File: config.mk
export PLATFORM = sky130hd
export DESIGN_NAME = wzhd_cell
export DESIGN_NICKNAME = d
export VERILOG_FILES = /design/src/design/wzhd_pkg.sv /design/src/design/wzhd_cell.sv
export SDC_FILE = /design/constraint.sdc
export NUM_CORES = 1
export LEC_CHECK = 0
export ABC_AREA = 1
export CAP_MARGIN = 20
export CORE_UTILIZATION = 65
export CTS_CLUSTER_DIAMETER = 80
export DETAILED_ROUTE_END_ITERATION = 7
export DONT_BUFFER_PORTS = 1
export GPL_TIMING_DRIVEN = 0
export PLACE_DENSITY = 0.81
export SYNTH_ARGS = -nofsm -noshare
export SYNTH_HDL_FRONTEND = slang
export SYNTH_SLANG_ARGS = --single-unit
File: constraint.sdc
create_clock -name clock -period 4.5 [get_ports clock]
set_input_delay 0.9 -clock clock [delete_from_list [all_inputs] [get_ports clock]]
set_output_delay 0.9 -clock clock [all_outputs]
set_load 0.02 [all_outputs]
File: src/design/wzhd_pkg.sv
// Shared types and constants of the window stacking, hit test and drag unit.
package wzhd_pkg;

   localparam int unsigned RAW_MAX = 32767;

   typedef enum logic [1:0] {
      CMD_ADD   = 2'd0,
      CMD_MOUSE = 2'd1,
      CMD_MOVE  = 2'd2,
      CMD_NONE  = 2'd3
   } cmd_type;

   typedef enum logic [1:0] {
      ST_OK      = 2'd0,
      ST_BADH    = 2'd1,
      ST_FULL    = 2'd2,
      ST_UNUSED  = 2'd3
   } status_type;

   typedef enum logic [0:0] {
      CSR_WIDTH  = 1'd0,
      CSR_HEIGHT = 1'd1
   } csr_type;

   typedef enum logic [2:0] {
      S_IDLE,
      S_SCALE,
      S_HIT,
      S_GRAB,
      S_DONE
   } state_type;

   // Rectangle of one window slot.
   typedef struct packed {
      logic [15:0] left;
      logic [15:0] top;
      logic [11:0] width;
      logic [11:0] height;
   } rect_type;

   // Control from the sequencer to every cell.
   typedef struct packed {
      logic        hit_en;     // evaluate containment
      logic [11:0] cx;
      logic [11:0] cy;
   } cell_ctl_type;

endpackage

File: src/design/wzhd_cell.sv
// One stack position: holds the slot number at that position and tests the cursor on it.
module wzhd_cell #(
   parameter int SW = 4
) (
   input  logic                  clock,
   input  logic                  reset,
   input  wzhd_pkg::cell_ctl_type ctl,
   input  logic                  in_range,     // position below window count
   input  logic                  shift_sel,    // this position takes its upper neighbour
   input  logic                  add_sel,      // this position takes the new slot
   input  logic [SW-1:0]         above_slot,
   input  logic [SW-1:0]         add_slot,
   input  wzhd_pkg::rect_type    rect,         // rectangle of the slot held here
   output logic [SW-1:0]         slot,
   output logic                  hit
);
   import wzhd_pkg::*;

   logic [SW-1:0] slot_ff, slot_in;
   logic          hit_ff, hit_in;
   logic signed [17:0] l, t, r, b, x, y;

   always_comb begin
      slot_in = slot_ff;
      if (add_sel) begin
         slot_in = add_slot;
      end else if (shift_sel) begin
         slot_in = above_slot;
      end
      l = 18'(signed'(rect.left));
      t = 18'(signed'(rect.top));
      r = l + 18'(rect.width);
      b = t + 18'(rect.height);
      x = 18'(ctl.cx);
      y = 18'(ctl.cy);
      hit_in = hit_ff;
      if (ctl.hit_en) begin
         hit_in = in_range && x >= l && x < r && y >= t && y < b;
      end
   end

   always_ff @(posedge clock) begin
      slot_ff <= slot_in;
      if (reset) begin
         hit_ff <= 1'b0;
      end else begin
         hit_ff <= hit_in;
      end
   end

   assign slot = slot_ff;
   assign hit  = hit_ff;
endmodule

==> impl_metrics.csv <==
group,metric,value,unit
outcome,status,"finished clean",
global_route,grt_usage,0.275,
pwr,max-vdd-ir-drop,0.200,mV
finish,mostFrequentLayoutCells,"nand2_1, inv_1, ha_1, nor2_1, a21oi_1",
drt,vias,3006,
critical_path,endpoint_kind,"flip-flop",
global_route,antenna_found_initial,0,
finish,syn_to_final_growth,3.72,%
logic_synthesis,syn_area,0.00289,mm²
timing,clock_skew,0,ps
critical_path,crit_slowest_cell,"fa_1",
critical_path,cpLargestDelayFamily,"simple AND/OR/NAND/NOR gates",
finish,layout-drive-gt1-share,0.0326,
clock_network,numCtsBuffers,3,
drt,drt-pass1-iter-count,4,
die,ioPinCount,99,
clock_network,cts_hold_buf,0,
min_path,worstHoldPathType,"flip-flop to flip-flop",
die,start_util,0.698,
critical_path,worst-setup-path-type,"primary input to flip-flop",
placed_design,finalWeightedCongestion,0.906,
placed_design,post-place-ws,1030,ps
die,core,0.00414,mm²
finish,stdcell_count,541,
placed_design,hpwl,5.83,mm
critical_path,required,4660,ps
clock_network,post_cts_buffers,0,
timing,fin_crit,3230,ps
timing,setup_viol,0,
logic_synthesis,syn_nets,653,
global_route,grt_pass1_vias,2725,
die,fp-row-count,23,
finish,post-route-cell-area,0.00300,mm²
timing,finalHoldViolCount,0,
global_route,grt_max_degree,7,
pwr,powerDensity,167,mW/mm²
critical_path,cp_num_buf_inv,0,
clock_network,cts-root-buf,"clkbuf_8",
logic_synthesis,yosysUniqueCellTypes,29,
finish,n_fill_cell,396,
clock_network,clk_latency,220,ps
timing,setup_ws,1270,ps
placed_design,dpl_cell_area,0.00296,mm²
logic_synthesis,ys_ff_latch,5,
drt,wl,6.47,mm
timing,rsz0062_at_grt,"no",
clock_network,clockBufferDepth,2,
timing,max_freq,309,MHz
finish,multi_input_area,0.00246,mm²
clock_network,clock_sinks,5,
drt,drt_iter0_markers,109,
die,die_area,0.00472,mm²
die,die-height,68.7,µm
pwr,p_total,0.501,mW
global_route,grt_first_pass_wirelength,10.1,mm
finish,final_common_cell,"nand2_1",
drt,vias_per_cell,5.56,
timing,fin_crit_sh,0.718,
drt,wl_per_cell,12.0,µm
finish,diodes,0,
drt,route.detailed.drc,0,
placed_design,dpl.cell_count,537,
critical_path,crit_fanout,4,
logic_synthesis,synth_top_area_share,0.303,
logic_synthesis,synth_area_leaders,"ha_1, nand2_1, inv_1",
critical_path,crit_top_cell,"nand2_1",
logic_synthesis,synth_seq_area_share,0.0484,
logic_synthesis,synth_top_cell_by_area,"ha_1",
critical_path,max_stage_delay,410,ps
pwr,p_leak,1.79,nW
die,die_w,68.7,µm
finish,layout.nets,658,
finish,seqCellArea,140,µm²
logic_synthesis,avgSynthCellArea,5.94,µm²
critical_path,cp.arrival,3390,ps
logic_synthesis,synth_warnings,0,
logic_synthesis,synth_enable_flop_cells,4,
critical_path,cp-start-kind,"primary input",
clock_network,ctsResizeCount,0,
clock_network,path_clk_slew,40,ps
logic_synthesis,synthFlopType,"edfxtp_1",
clock_network,cts_tree,"built",
critical_path,path_cells,"ha_1, fa_1, nand3_1, nand2_1, a21oi_1, xor2_1, ha_1, a21o_1, nor2_1, nand3_1, nand2_1, nand2_1, nand2_1, nand2_1, nand3_1, nor2_1, nor2_1, nand2_1, a21oi_2",
timing,setup_tns,0,ps
clock_network,cts_max_level,1,
logic_synthesis,synthCells,487,
logic_synthesis,synth-async-reset-ratio,0,
placed_design,portBuffers,0,
global_route,grt_overflow,0,
run,drv_cap,0,
timing,worst_slew_pin_slew,263,ps
timing,slew_viol_final,0,
drt,ant_nets,0,
timing,slew_headroom,0.823,
[cells by family (layout without fill, tap and decap cells)]
| logic type | after synthesis | after routing | share of synthesized area |
|---|---|---|---|
| flops | 5 | 5 | 0.0484 |
| simple gates | 252 | 252 | 0.358 |
| fa+ha+maj | 72 | 72 | 0.316 |
| compound gates | 59 | 59 | 0.114 |
| xor+xnor | 20 | 20 | 0.0605 |
| buf+inv | 79 | 83 | 0.102 |
[final cells by class]
| class | count | area share |
|---|---|---|
| multi-input combinational | 403 | 0.819 |
| inverter | 79 | 0.0988 |
| clock buffer | 4 | 0.0150 |
| sequential | 5 | 0.0467 |
| tap | 50 | 0.0208 |
[cells in the mapped netlist (5+ instances only)]
cell type and n:
a21oi_1 38, ha_1 70, inv_1 77, nand2_1 158, nand2_2 5, nand3_1 22, nand4_1 8, nor2_1 46
o21ai_0 7, xnor2_1 11, xor2_1 9
[worst min-delay path: cells and delay by family (launching register included)]
kind             cells  cell delay, ps
AND/OR/NAND/NOR      1             130
AO/OA/AOI/OAI        1              60
flip-flops           1             370
[flip-flops by register name (all words and copies together) (netlist names)]
name,flops
hit,1
slot,4
[where the power goes]
part           internal (mW)  switching, mW
logic                  0.147          0.207
clock network         0.0609         0.0234
registers             0.0554        0.00688
total                  0.264          0.237
[through the flow]
| step | util | hold WS (ps) |
|---|---|---|
| floorplan | - | 547 |
| global placement | 0.713 | 559 |
| detailed placement | 0.713 | 583 |
| CTS | 0.724 | 589 |
| global route | 0.724 | 616 |
| finish | 0.724 | 599 |
[routing by layer]
metal  up-vias  track usage  share of wire
li1       1589            -              -
met1      1300        0.285           0.42
met2       111        0.577           0.50
met3         6       0.0493          0.073
met4         0       0.0230         0.0074
met5         -            0              0
[final timing paths]
path / start / to / slack (ps) / depth (start not counted)
setup / recovery: rect[0] / hit / 1270 / 19
hold / removal: hit / hit / 600 / 2
setup reg to reg: hit / hit / 3730 / 2
hold reg to reg: hit / hit / 600 / 2
Power figures use the tool's default switching activity.
